==> src/rtl/thi_pkg.sv <==
// Shared types, constants and ROM tables for the thermistor table interpolator.
// Used by every module of the block; depends on nothing.
`timescale 1ns / 1ps
`default_nettype none

package thi_pkg;

  localparam int ROM_SIZE      = 161;
  localparam int TABLE_ENTRIES = 161;
  localparam int SAMPLE_BITS   = 14;
  localparam int DEG_OFFSET    = 40;
  localparam int LIMIT = (TABLE_ENTRIES > ROM_SIZE) ? ROM_SIZE :
                         ((TABLE_ENTRIES < 1) ? 1 : TABLE_ENTRIES);

  localparam int IDX_BITS  = 8;
  localparam int POS_BITS  = 9;
  localparam int ROM_BITS  = 14;
  localparam int REM_BITS  = ROM_BITS + 4;
  localparam int TEMP_BITS = 12;
  localparam int ACC_BITS  = 13;

  localparam logic signed [TEMP_BITS-1:0] TEMP_COLD = TEMP_BITS'(-10 * DEG_OFFSET);
  localparam logic signed [TEMP_BITS-1:0] TEMP_HOT  =
    TEMP_BITS'(10 * (LIMIT - 1 - DEG_OFFSET));

  localparam logic [ROM_BITS-1:0] SPI_ROM [ROM_SIZE] = '{
    14'd15813, 14'd15785, 14'd15754, 14'd15720, 14'd15683, 14'd15644, 14'd15602,
    14'd15556, 14'd15509, 14'd15458, 14'd15404, 14'd15347, 14'd15287, 14'd15224,
    14'd15158, 14'd15089, 14'd15018, 14'd14943, 14'd14865, 14'd14785, 14'd14702,
    14'd14618, 14'd14531, 14'd14441, 14'd14349, 14'd14254, 14'd14156, 14'd14054,
    14'd13950, 14'd13843, 14'd13733, 14'd13620, 14'd13504, 14'd13384, 14'd13262,
    14'd13136, 14'd13008, 14'd12875, 14'd12740, 14'd12602, 14'd12461, 14'd12313,
    14'd12163, 14'd12009, 14'd11853, 14'd11694, 14'd11532, 14'd11369, 14'd11202,
    14'd11035, 14'd10863, 14'd10691, 14'd10518, 14'd10342, 14'd10166, 14'd9989,
    14'd9812,  14'd9630,  14'd9450,  14'd9273,  14'd9092,  14'd8909,  14'd8731,
    14'd8548,  14'd8372,  14'd8192,  14'd8014,  14'd7837,  14'd7661,  14'd7487,
    14'd7314,  14'd7143,  14'd6973,  14'd6806,  14'd6640,  14'd6477,  14'd6316,
    14'd6157,  14'd6000,  14'd5846,  14'd5694,  14'd5546,  14'd5399,  14'd5256,
    14'd5115,  14'd4977,  14'd4842,  14'd4709,  14'd4580,  14'd4453,  14'd4330,
    14'd4209,  14'd4091,  14'd3976,  14'd3864,  14'd3754,  14'd3647,  14'd3543,
    14'd3441,  14'd3343,  14'd3247,  14'd3154,  14'd3062,  14'd2974,  14'd2889,
    14'd2805,  14'd2724,  14'd2646,  14'd2569,  14'd2494,  14'd2422,  14'd2353,
    14'd2285,  14'd2219,  14'd2156,  14'd2093,  14'd2033,  14'd1975,  14'd1918,
    14'd1864,  14'd1811,  14'd1759,  14'd1710,  14'd1661,  14'd1614,  14'd1569,
    14'd1526,  14'd1483,  14'd1442,  14'd1403,  14'd1364,  14'd1327,  14'd1290,
    14'd1255,  14'd1221,  14'd1188,  14'd1155,  14'd1124,  14'd1094,  14'd1064,
    14'd1035,  14'd1008,  14'd982,   14'd956,   14'd931,   14'd907,   14'd883,
    14'd859,   14'd836,   14'd814,   14'd792,   14'd771,   14'd751,   14'd731,
    14'd711,   14'd692,   14'd674,   14'd656,   14'd638,   14'd622,   14'd605
  };

  localparam logic [ROM_BITS-1:0] ANALOG_ROM [ROM_SIZE] = '{
    14'd987, 14'd986, 14'd984, 14'd982, 14'd979, 14'd977, 14'd974, 14'd971,
    14'd968, 14'd965, 14'd962, 14'd958, 14'd955, 14'd951, 14'd946, 14'd942,
    14'd938, 14'd933, 14'd928, 14'd923, 14'd918, 14'd913, 14'd907, 14'd902,
    14'd896, 14'd890, 14'd884, 14'd878, 14'd871, 14'd864, 14'd858, 14'd850,
    14'd843, 14'd836, 14'd828, 14'd820, 14'd812, 14'd804, 14'd796, 14'd787,
    14'd778, 14'd769, 14'd759, 14'd750, 14'd740, 14'd730, 14'd720, 14'd710,
    14'd699, 14'd689, 14'd678, 14'd668, 14'd657, 14'd646, 14'd635, 14'd624,
    14'd613, 14'd601, 14'd590, 14'd579, 14'd568, 14'd556, 14'd545, 14'd534,
    14'd523, 14'd512, 14'd500, 14'd489, 14'd478, 14'd468, 14'd457, 14'd446,
    14'd435, 14'd425, 14'd415, 14'd404, 14'd394, 14'd384, 14'd375, 14'd365,
    14'd356, 14'd346, 14'd337, 14'd328, 14'd319, 14'd311, 14'd302, 14'd294,
    14'd286, 14'd278, 14'd270, 14'd263, 14'd255, 14'd248, 14'd241, 14'd234,
    14'd228, 14'd221, 14'd215, 14'd209, 14'd203, 14'd197, 14'd191, 14'd186,
    14'd180, 14'd175, 14'd170, 14'd165, 14'd160, 14'd156, 14'd151, 14'd147,
    14'd143, 14'd139, 14'd135, 14'd131, 14'd127, 14'd123, 14'd120, 14'd116,
    14'd113, 14'd110, 14'd107, 14'd104, 14'd101, 14'd98,  14'd95,  14'd93,
    14'd90,  14'd88,  14'd85,  14'd83,  14'd81,  14'd78,  14'd76,  14'd74,
    14'd72,  14'd70,  14'd68,  14'd66,  14'd65,  14'd63,  14'd61,  14'd60,
    14'd58,  14'd57,  14'd55,  14'd54,  14'd52,  14'd51,  14'd49,  14'd48,
    14'd47,  14'd46,  14'd44,  14'd43,  14'd42,  14'd41,  14'd40,  14'd39,
    14'd38
  };

  // Search state carried through the lookup stages
  typedef struct packed {
    logic                   mode;
    logic [ROM_BITS-1:0]    sample;
    logic [POS_BITS-1:0]    pos;
  } srch_t;

  // Division state carried through the interpolation stages
  typedef struct packed {
    logic                        cold;
    logic                        hot;
    logic signed [ACC_BITS-1:0]  base;
    logic [REM_BITS-1:0]         rem;
    logic [ROM_BITS-1:0]         dvs;
    logic [3:0]                  quo;
  } div_t;

  function automatic logic [ROM_BITS-1:0] rom_read(input logic mode,
                                                   input logic [IDX_BITS-1:0] idx);
    logic [ROM_BITS-1:0] val;
    val = '0;
    if (int'(idx) < ROM_SIZE) begin
      val = mode ? ANALOG_ROM[int'(idx)] : SPI_ROM[int'(idx)];
    end
    return val;
  endfunction

endpackage

`default_nettype wire

==> src/rtl/thermistor_table_interp_top.sv <==
// Thermistor sample to temperature: four search stages, one setup stage,
// two divide stages and an output stage. One beat per cycle
// sustained; a stall at the output holds the whole pipeline in place.
// Reset clears all stage valid bits; the tables are constant and need no fill.
// Depends on thi_pkg, thi_search_step and thi_divide_step.
`timescale 1ns / 1ps
`default_nettype none

module thermistor_table_interp_top
  import thi_pkg::*;
(
  input  wire logic                        clk_i,
  input  wire logic                        rst_ni,
  input  wire logic                        valid_i,
  output logic                             stall_o,
  input  wire logic                        mode_i,
  input  wire logic [13:0]                 sample_i,
  output logic                             valid_o,
  input  wire logic                        stall_i,
  output logic signed [TEMP_BITS-1:0]      temp_tenths_o
);

  localparam int SRCH_STAGES = 4;

  logic        advance;
  logic [7:0]  vld_q;
  srch_t       srch_q [SRCH_STAGES];
  srch_t       srch_d [SRCH_STAGES];
  srch_t       srch_in;
  div_t        set_d;
  div_t        div_q [3];
  div_t        div_d [2];
  logic signed [TEMP_BITS-1:0] temp_d;
  logic signed [TEMP_BITS-1:0] temp_q;

  // Whole pipeline moves unless the output beat is held
  assign advance = !(vld_q[7] && stall_i);
  assign stall_o = !advance;

  // Stage valid bits
  always_ff @(posedge clk_i or negedge rst_ni) begin
    if (!rst_ni) begin
      vld_q <= '0;
    end else if (advance) begin
      vld_q <= {vld_q[6:0], valid_i};
    end
  end

  // Capture the beat and mask the sample
  always_comb begin
    srch_in        = '0;
    srch_in.mode   = mode_i;
    srch_in.sample = ROM_BITS'(sample_i[SAMPLE_BITS-1:0]);
    srch_in.pos    = '0;
  end

  // Search stages, two index bits each, highest first
  for (genvar g = 0; g < SRCH_STAGES; g++) begin : g_srch
    thi_search_step u_step (
      .level_i (2'(SRCH_STAGES - 1 - g)),
      .cur_i   ((g == 0) ? srch_in : srch_q[(g == 0) ? 0 : g - 1]),
      .nxt_o   (srch_d[g])
    );

    always_ff @(posedge clk_i) begin
      if (advance) begin
        srch_q[g] <= srch_d[g];
      end
    end
  end

  // Read the bracketing entries and set up the fraction
  always_comb begin
    logic [POS_BITS-1:0] k;
    logic [ROM_BITS-1:0] hi;
    logic [ROM_BITS-1:0] lo;
    logic [ROM_BITS-1:0] dif;
    logic [ROM_BITS-1:0] off;
    logic signed [ACC_BITS-1:0] kd;
    k   = srch_q[SRCH_STAGES-1].pos;
    hi  = rom_read(srch_q[SRCH_STAGES-1].mode, k[IDX_BITS-1:0] - IDX_BITS'(1));
    lo  = rom_read(srch_q[SRCH_STAGES-1].mode, k[IDX_BITS-1:0]);
    dif = hi - lo;
    off = srch_q[SRCH_STAGES-1].sample - lo;
    kd  = $signed(ACC_BITS'(k)) - ACC_BITS'(DEG_OFFSET);
    set_d      = '0;
    set_d.cold = (k == '0);
    set_d.hot  = (int'(k) >= LIMIT);
    set_d.base = (kd <<< 3) + (kd <<< 1);
    set_d.rem  = (REM_BITS'(off) << 3) + (REM_BITS'(off) << 1);
    set_d.dvs  = (dif == '0) ? ROM_BITS'(1) : dif;
    set_d.quo  = '0;
  end

  always_ff @(posedge clk_i) begin
    if (advance) begin
      div_q[0] <= set_d;
    end
  end

  // Divide stages, two quotient bits each
  for (genvar g = 0; g < 2; g++) begin : g_div
    thi_divide_step u_step (
      .level_i (1'(1 - g)),
      .cur_i   (div_q[g]),
      .nxt_o   (div_d[g])
    );

    always_ff @(posedge clk_i) begin
      if (advance) begin
        div_q[g+1] <= div_d[g];
      end
    end
  end

  // Truncate toward zero and pick the clamped ends
  always_comb begin
    logic signed [ACC_BITS-1:0] q1;
    logic signed [ACC_BITS-1:0] res;
    q1  = $signed(ACC_BITS'(div_q[2].quo)) + ACC_BITS'(1);
    res = div_q[2].base - $signed(ACC_BITS'(div_q[2].quo));
    if ((div_q[2].rem != '0) && (div_q[2].base >= q1)) begin
      res = res - ACC_BITS'(1);
    end
    if (div_q[2].hot) begin
      temp_d = TEMP_HOT;
    end else if (div_q[2].cold) begin
      temp_d = TEMP_COLD;
    end else begin
      temp_d = res[TEMP_BITS-1:0];
    end
  end

  always_ff @(posedge clk_i) begin
    if (advance) begin
      temp_q <= temp_d;
    end
  end

  assign valid_o       = vld_q[7];
  assign temp_tenths_o = temp_q;

  // Results stay inside the clamped range
  a_range : assert property (@(posedge clk_i) disable iff (!rst_ni)
    valid_o |-> (temp_tenths_o >= TEMP_COLD) && (temp_tenths_o <= TEMP_HOT))
    else $error("temperature out of range");

  // A held output beat keeps its value
  a_hold : assert property (@(posedge clk_i) disable iff (!rst_ni)
    (valid_o && stall_i) |=> valid_o && $stable(temp_tenths_o))
    else $error("held beat changed");

  // An accepted input shows up at the output when nothing stalls
  a_latency : assert property (@(posedge clk_i) disable iff (!rst_ni)
    (valid_i && !stall_o) ##1 (!stall_o) ##1 (!stall_o) ##1 (!stall_o) ##1
    (!stall_o) ##1 (!stall_o) ##1 (!stall_o) ##1 (!stall_o) |=> valid_o)
    else $error("beat lost in pipeline");

endmodule

`default_nettype wire

==> src/rtl/thi_search_step.sv <==
// Two bits of the binary table search: first index whose entry is below the sample.
// Depends on thi_pkg.
`timescale 1ns / 1ps
`default_nettype none

module thi_search_step
  import thi_pkg::*;
(
  input  wire logic [1:0] level_i,
  input  var  srch_t      cur_i,
  output srch_t           nxt_o
);

  logic [POS_BITS-1:0] pos;
  logic [POS_BITS-1:0] cand;
  logic [IDX_BITS-1:0] idx;
  logic                hit;
  logic [2:0]          bsel;

  // Try the higher bit, then the lower one
  always_comb begin
    pos  = cur_i.pos;
    cand = '0;
    idx  = '0;
    hit  = 1'b0;
    bsel = '0;
    for (int j = 1; j >= 0; j--) begin
      bsel = 3'({level_i, 1'b0}) + 3'(j);
      cand = pos + (POS_BITS'(1) << bsel);
      idx  = cand[IDX_BITS-1:0] - IDX_BITS'(1);
      hit  = (int'(idx) >= LIMIT) || (cur_i.sample > rom_read(cur_i.mode, idx));
      if (!hit) begin
        pos = cand;
      end
    end
    nxt_o     = cur_i;
    nxt_o.pos = pos;
  end

endmodule

`default_nettype wire

==> src/rtl/thi_divide_step.sv <==
// Two quotient bits of the restoring division of the interpolation fraction.
// Depends on thi_pkg.
`timescale 1ns / 1ps
`default_nettype none

module thi_divide_step
  import thi_pkg::*;
(
  input  wire logic level_i,
  input  var  div_t cur_i,
  output div_t      nxt_o
);

  logic [REM_BITS-1:0] rem;
  logic [REM_BITS-1:0] trial;
  logic [3:0]          quo;
  logic [1:0]          bsel;

  // Subtract the shifted divisor where it fits
  always_comb begin
    rem   = cur_i.rem;
    quo   = cur_i.quo;
    trial = '0;
    bsel  = '0;
    for (int j = 1; j >= 0; j--) begin
      bsel  = {level_i, 1'b0} + 2'(j);
      trial = REM_BITS'(cur_i.dvs) << bsel;
      if (rem >= trial) begin
        rem       = rem - trial;
        quo[bsel] = 1'b1;
      end
    end
    nxt_o     = cur_i;
    nxt_o.rem = rem;
    nxt_o.quo = quo;
  end

endmodule

`default_nettype wire
==> config.mk <==
export PLATFORM = sky130hd
export DESIGN_NAME = thermistor_table_interp_top
export DESIGN_NICKNAME = d
export VERILOG_FILES = /design/src/rtl/thi_pkg.sv /design/src/rtl/thermistor_table_interp_top.sv /design/src/rtl/thi_search_step.sv /design/src/rtl/thi_divide_step.sv
export SDC_FILE = /design/constraint.sdc
export NUM_CORES = 1
export LEC_CHECK = 0
export BUFFER_PORTS_ARGS = -buffer_cell sky130_fd_sc_hd__buf_2
export CORE_MARGIN = 4
export CORE_UTILIZATION = 35
export DETAILED_ROUTE_END_ITERATION = 16
export PLACE_DENSITY_LB_ADDON = 0.3
export SYNTH_ARGS = -nofsm -noshare
export SYNTH_HDL_FRONTEND = slang
export SYNTH_SLANG_ARGS = --single-unit
==> constraint.sdc <==
create_clock -name clk_i -period 23.4 [get_ports clk_i]
set_input_delay 7.02 -clock clk_i [delete_from_list [all_inputs] [get_ports clk_i]]
set_output_delay 7.02 -clock clk_i [all_outputs]
set_load 0.01 [all_outputs]
# Word-level counts from Yosys, hierarchy flattened

Memory sizes are Yosys's and may differ from the RTL's.
Index checks and enable logic that the tools add are counted.

Flip-flop bits (word level): 20
Memory bits (writable): 249
ROM bits: 64512
Input bits: 19
Output and inout bits: 14
Logic and storage cells: 186
Memories: 20

Memory list:

| memory           | depth | width | read ports | clocked after Yosys merged registers in | wr ports | line          | source |
|---|---|---|---|---|---|---|---|
| (no name shown)  | 256   | 14    | 1          | 0                                       | 0        | thi_pkg.sv:98 | `val = mode ? ANALOG_ROM[int'(idx)] : SPI_ROM[int'(idx)];` |
| (no name shown)  | 256   | 14    | 1          | 0                                       | 0        | thi_pkg.sv:98 |  |
| (no name shown)  | 256   | 14    | 1          | 0                                       | 0        | thi_pkg.sv:98 |  |
| (no name shown)  | 256   | 14    | 1          | 0                                       | 0        | thi_pkg.sv:98 |  |
| (no name shown)  | 256   | 14    | 1          | 0                                       | 0        | thi_pkg.sv:98 |  |
| (no name shown)  | 256   | 14    | 1          | 0                                       | 0        | thi_pkg.sv:98 |  |
| 14 more memories | --    | --    | --         | --                                      | --       | --            |  |

$add $sub $neg: 27
Magnitude comparators: 39
Mux-type cells: 75
Bitwise gates (word level): 9
Reduce and logical (&&, ||, !) cells: 13

Operators with widths:

| operator                                              | count |
|---|---|
| 2-to-1 mux 14 bit                                     | 55 |
| >= comparator 32 x 9 -> 1 bit (second input constant) | 9 |
| NOT 8 -> 32 bit                                       | 9 |
| greater-than comparator 14 bit                        | 8 |
| less-than comparator 8 bit (second input constant)    | 9 |
| 2-to-1 mux 18 bit                                     | 4 |
| subtractor 8 x 1 -> 8 bit (second input constant)     | 8 |
| 2-to-1 mux 9 bit                                      | 7 |
| >= comparator 8 bit (second input constant)           | 7 |
| subtractor 14 bit                                     | 2 |
| 2-to-1 mux 12 bit                                     | 2 |
| adder 17 x 15 -> 18 bit                               | 1 |
| >= comparator 18 x 14 -> 1 bit                        | 1 |
| >= comparator 18 x 15 -> 1 bit                        | 1 |
| >= comparator 18 x 16 -> 1 bit                        | 1 |
| >= comparator 18 x 17 -> 1 bit                        | 1 |
| nonzero test 18 bit                                   | 1 |
| subtractor 18 x 14 -> 18 bit                          | 1 |
| subtractor 18 x 15 -> 18 bit                          | 1 |
| subtractor 18 x 16 -> 18 bit                          | 1 |
| subtractor 18 x 17 -> 18 bit                          | 1 |
| zero test 14 bit                                      | 1 |
| adder 13 x 11 -> 13 bit                               | 1 |
| >= comparator 13 x 6 -> 1 bit                         | 1 |
| other kinds (22)                                      | 30 |

# Logic depth before layout (Yosys ltp)

Gate-level depths: netlist of the first run.
An unclocked memory read counts as a cell.

Word-level depth: 23
Depth in mapped cells: 40
Depth with buffers taken out: 36

# Cells and area by module

From an unflattened synthesis of the first run, not the netlist that was laid out.

Cells, all modules: 9100
Area total of the unflattened synthesis: 62605.0 sq um

Modules (own cells, without submodules):

| module                              | times used | cells each | area an instance (sq um) | sequential area each (sq um) |
|---|---|---|---|---|
| thermistor_table_interp_top         | 1          | 1969       | 17992.3                  | 7437.1 |
| thi_search_step at g_srch[2].u_step | 1          | 1614       | 10049.6                  | 0.0 |
| thi_search_step at g_srch[0].u_step | 1          | 1661       | 10018.4                  | 0.0 |
| thi_search_step at g_srch[3].u_step | 1          | 1611       | 9859.5                   | 0.0 |
| thi_search_step at g_srch[1].u_step | 1          | 1578       | 9534.1                   | 0.0 |
| thi_divide_step at g_div[0].u_step  | 1          | 338        | 2612.5                   | 0.0 |
| thi_divide_step at g_div[1].u_step  | 1          | 329        | 2538.7                   | 0.0 |

# Least setup slack after synthesis of the first run

Ideal clock, no wire load.

Path type: input port to output port
From: in stall_i
To: out stall_o
Data arrival time: 12.406 ns
Required time: 16.380 ns
Slack: 3.974 ns
Cell stages on the path: 2
Path buffers: 0
Cell sequence: nand2_1 -> inv_1

Longest elaborated chain between the ends: 1

Ends and longest elaborated chain:

| element           | line                              | source |
|---|---|---|
| start, declared   | thermistor_table_interp_top.sv:19 | `input wire logic stall_i,` |
| logical AND 1 bit | thermistor_table_interp_top.sv:37 | `assign advance = !(vld_q[7] && stall_i);` |
| end, declared     | thermistor_table_interp_top.sv:15 | `output logic stall_o,` |

No other way between the ends.

# Final worst setup path of the first run

Same ends and word-level chain as after synthesis.

==> out/results.ini, run 1 <==
[status]
run_status=finished clean

[floorplanning]
start_util_pct=35.3
core_area_mm2=0.0773
ios=33
die_w_um=287
dieArea_mm2=0.0826
rows=102
fp.dieH_um=287

[timing]
finalSetupViolCount=0
worst_pin_slew_ns=1.02
max_freq_mhz=66.4
finalSetupTns_ns=0
fin_crit_ns=15.05
rsz0062_at_grt=false
hold_viol_final=0
fin_worst_skew_ns=0.0411
whs_ns=0.419
timing.final.crit_share_pct=64.3
final-max-slew-violation-count=0
relSlewSlack_pct=32.1

[route]
wl_per_cell_um=21.1
drtIter0Drc=3759
detailroute.via_count=27500
ant_nets=0
avgViaCountPerCell=6.23
drt-total-wl_mm=93.4
route.detailed.drc=0
dr.pass1.iters=7

[setup_path]
crit_type=primary input to primary output
cp-start-kind=primary input
required_ns=16.38
critPathMaxFanout=71
crit_arrival_ns=8.03
max_stage_delay_ns=0.63
crit_family=simple AND/OR/NAND/NOR gates
end_kind=primary output
slowest_stage=nand2_4
worst_path_most_repeated_cell=buf_2
worstPathCellList=buf_2 > nand2_4 > inv_1 > buf_2
path_buf_inv=3

[logic_synthesis]
ys_dominant_reg_cell=edfxtp_1
ys_seq_area_share_pct=24.9
synth_top_area_share_pct=24.2
synth_edf_count=220
netlist_area_mm2=0.0273
ys_types=97
ys_warn_count=0
syn_area_per_cell_um2=7.85
post-synth-top-count-cell=nand2_1
ys_async_sr_fraction_pct=3.51
syn_nets=3801
ys_seq_elements=228
netlist_top_cells_area=edfxtp_1 (24%), ha_1 (13%), a21oi_1 (6.1%), nand2_1 (5.2%), o21ai_0 (4.9%)
yosys-top-cells-count=nand2_1 (381), nor2_1 (338), a21oi_1 (332), ha_1 (291), o21ai_0 (268)
yosys.area.top_type=edfxtp_1
syn_inst=3480

[grt]
grt_pass1_wl_mm=146
grt_overflow_total=0
grt_pass1_vias=25700
grt_usage_pct=21.7
grt_max_degree=152
antenna_found_initial=1

[layout]
fill_cells=8024
drive_gt1_share_pct=6.75
area_delta_synth_final_pct=7.16
n_antenna_cell=0
nNetsFinal=3679

[hold_path]
hp-class=register to register

[clock_tree]
cts_sinks=228
cts_tree=yes
cts_hold_buf=0
path_clk_slew_ns=0.06
cts_buffer_depth=3
cts-root-buf=clkbuf_16
cts_buffers=26
cts_resized=0
postCtsSetupRepairBufs=0
clk_latency_ns=0.57
htreeDepth=1

[placement]
gp_congestion=0.982
portBuffers=32
dp_hpwl_mm=65.8

[job]
maxCapViolCount=0

## layer usage
metal / GRT usage (%) / vias up / share of wire [%] / wire length (um)
li1: - / 12900 / - / -
met1: 29.1 / 12800 / 42 / 39200
met4: 9.56 / 0 / 5.1 / 4760
met5: 0 / - / 0 / 0
met2: 34.4 / 1541 / 44 / 41000
met3: 3.43 / 344 / 9.0 / 8430
## flip-flops by register name, summed over array words and instances (netlist names)
signal,flops
temp_tenths_o,12
vld_q,8
srch_q,80
div_q,128
## final cells by class
cell class | count | area [um2] | share of cell area [%]
clock buffers | 27 | 654 | 2.24
flip-flops and latches | 228 | 6810 | 23.3
clock inverters | 21 | 265 | 0.906
multi-input cells | 2888 | 19200 | 65.5
inverters | 124 | 465 | 1.59
well taps | 1040 | 1300 | 4.45
repair buffers | 90 | 608 | 2.08
## per-stage QoR
stage	std cells	area [um2]	utilization, %	worst slack [ns]
2_1_floorplan	3480	27300	-	3.97
3_3_place_gp	4370	28300	36.6	8.27
3_5_place_dp	4370	28300	36.6	8.31
4_1_cts	4418	29300	37.8	8.30
5_1_grt	4418	29300	37.8	8.22
6_report	4418	29300	37.8	8.35
## layout by cell type, fill, tap and decap left out, types with 18 or more instances in the layout
cell type    n
nand2b_1    45
and2_1      18
mux2_2      37
edfxtp_1   220
o211ai_1    49
a211oi_1    69
nor3_1     106
buf_2       32
inv_1      110
o22ai_1     34
a21o_1      42
o21ai_0    268
xor2_1      34
and3_1      18
o311ai_0    35
nand4_1     27
a31oi_1     73
o31ai_1     34
nor4_1      19
or2_2       19
xnor2_1     85
ha_1       290
mux2i_1     19
nand3_1     81
a221oi_1    20
a21oi_1    332
or3_1       23
nand2_1    380
o21a_1      33
nor2_1     338
nor2b_1     51
a22oi_1     18
buf_4       57
a311oi_1    34
clkbuf_16   26
## worst paths after layout
kind,from,end,slack [ns],cells after the start
setup / recovery,stall_i,stall_o,8.35,4
hold / removal,div_q[0][44],div_q[0][95],0.42,0
setup reg to reg,srch_q[2][3],srch_q[3][0],14.10,34
hold reg to reg,div_q[0][44],div_q[0][95],0.42,0
max in group asynchronous,rst_ni,vld_q[4],16.95,1
min in group asynchronous,rst_ni,vld_q[7],6.28,1
## cell families after synthesis
logic type	share of synthesized area [%]
AOI/OAI and AO/OA	29.0
and+or+nand+nor	19.6
buffers and inverters	5.09
adders and majority gates	14.1
DFF	24.9
xor gates and xnor gates	4.00
muxes	3.12
other	0.0275
Power of run 1 is not shown: default switching activity piles up to over one toggle a cycle in this logic, so the estimate is an artifact.
==> run 2: changes to the inputs <==
- clock period: 23.4 -> 12.5 ns (I/O delays scaled with it)
==> run 2 against run 1 <==
  * Critical path depth grew 29
  * Critical path type is now register to register
  * Worst setup slack got worse by 4.4 ns
  * Flip-flop and latch count unchanged
  * Global-route usage up 0.80 points
  * Non-clock buffer count up 1
  * Clock-buffer cell count grew 2
  * Clock skew shrank 0.018 ns
  * Core utilization barely moved
  * Largest cell class unchanged
  * Highest routed layer unchanged
==> out/results.ini, run 2 (same netlist as run 1, synthesis figures left out) <==
[clock_tree]
cts_buffer_depth=3
cts_buffers=27
postCtsSetupRepairBufs=0
cts_tree=yes
htreeDepth=1
path_clk_slew_ns=0.07
cts_resized=0
cts-root-buf=clkbuf_16
cts_hold_buf=0
cts_sinks=228
clk_latency_ns=0.57

[layout]
nNetsFinal=3681
fill_cells=8012
reg_top3=div_q (128), srch_q (80), temp_tenths_o (12)
largest_register_ffs=128
regMostFlops=div_q
final_cells=4419
final_common_cell=nand2_1
layout_common_cells=nand2_1 (380), nor2_1 (338), a21oi_1 (332)
area_delta_synth_final_pct=7.13
drive_gt1_share_pct=6.72
n_antenna_cell=0

[placement]
gp_congestion=0.988
dp_hpwl_mm=69.0
placedCellCount=4371
portBuffers=32

[floorplanning]
rows=102
ios=33
start_util_pct=35.3
core_area_mm2=0.0773
dieArea_mm2=0.0826
fp.dieH_um=287
die_w_um=287

[hold_path]
hold_start=div_q[0][89]
hp-class=register to register

[timing]
fin_crit_ns=8.55
fin_worst_skew_ns=0.0227
final-max-slew-violation-count=0
relSlewSlack_pct=29.5
max_freq_mhz=117
rsz0062_at_grt=false
finalSetupViolCount=0
timing.final.crit_share_pct=68.4
worst_pin_slew_ns=1.05
hold_viol_final=0
finalSetupTns_ns=0

[setup_path]
crit_start=srch_q[2][3]
crit_type=register to register
worst_path_most_repeated_cell=ha_1
cp-start-kind=register
critPathMaxFanout=29
crit_arrival_ns=8.92
timing.rr.start=srch_q[2][3]
required_ns=12.87
end_kind=register
max_stage_delay_ns=0.59
slowest_stage=o21ai_4

[grt]
grt_pass1_vias=25900
grt_pass1_wl_mm=150
grt_max_degree=95
antenna_found_initial=1
grt_overflow_total=0
grt_usage_pct=22.5

[route]
drtIter0Drc=3824
dr.pass1.iters=6
ant_nets=0
route.detailed.drc=0
detailroute.via_count=27700
avgViaCountPerCell=6.26
wl_per_cell_um=21.9
drt-total-wl_mm=96.7

[status]
run_status=finished clean

[job]
maxCapViolCount=0

==> run 2: layout make-up <==
cell class | count | area [um2] | area share [%]
flip-flops and latches | 228 | 6810 | 23.3
clock buffers | 29 | 683 | 2.34
clock inverters | 19 | 226 | 0.774
repair buffers | 91 | 603 | 2.06
inverters | 124 | 465 | 1.59
well taps | 1040 | 1300 | 4.45
multi-input cells | 2888 | 19200 | 65.5
==> run 2: final timing paths <==
kind	end	slack (ns)	depth (start not counted)
worst max-delay path	srch_q[3][0]	3.95	33
worst min-delay path	div_q[0][140]	0.41	0
worst max register to register	srch_q[3][0]	3.95	33
worst min register to register	div_q[0][140]	0.41	0
max in group asynchronous	vld_q[4]	9.32	1
min in group asynchronous	vld_q[2]	3.01	1
==> run 2: metal layers <==
layer | share of wire (%) | vias to the layer above | global-route usage, %
met2 | 44 | 1557 | 35.1
met5 | 0 | - | 0
li1 | - | 12900 | -
met3 | 8.6 | 362 | 3.14
met1 | 42 | 12900 | 30.3
met4 | 5.9 | 0 | 11.2
==> run 2: per-stage QoR <==
step | area [um2] | worst slack (ns) | utilization [%] | hold WS, ns
after floorplan | 27300 | 1.91 | - | 0.400
after global placement | 28300 | 4.22 | 36.7 | 0.400
after detailed placement | 28300 | 4.22 | 36.7 | 0.405
after CTS | 29300 | 4.19 | 37.8 | 0.418
after global routing | 29300 | 3.48 | 37.8 | 0.424
final | 29300 | 3.95 | 37.8 | 0.413
==> run 2: critical path: cells and delay by family, from the launching register on <==
kind | cells | cell delay (ns)
AOI/OAI and AO/OA | 17 | 3.66
adders and majority gates | 4 | 1.35
buffers and inverters | 3 | 0.69
DFF | 1 | 0.52
and+or+nand+nor | 9 | 2.08
Power of run 2 is left out for the same reason.
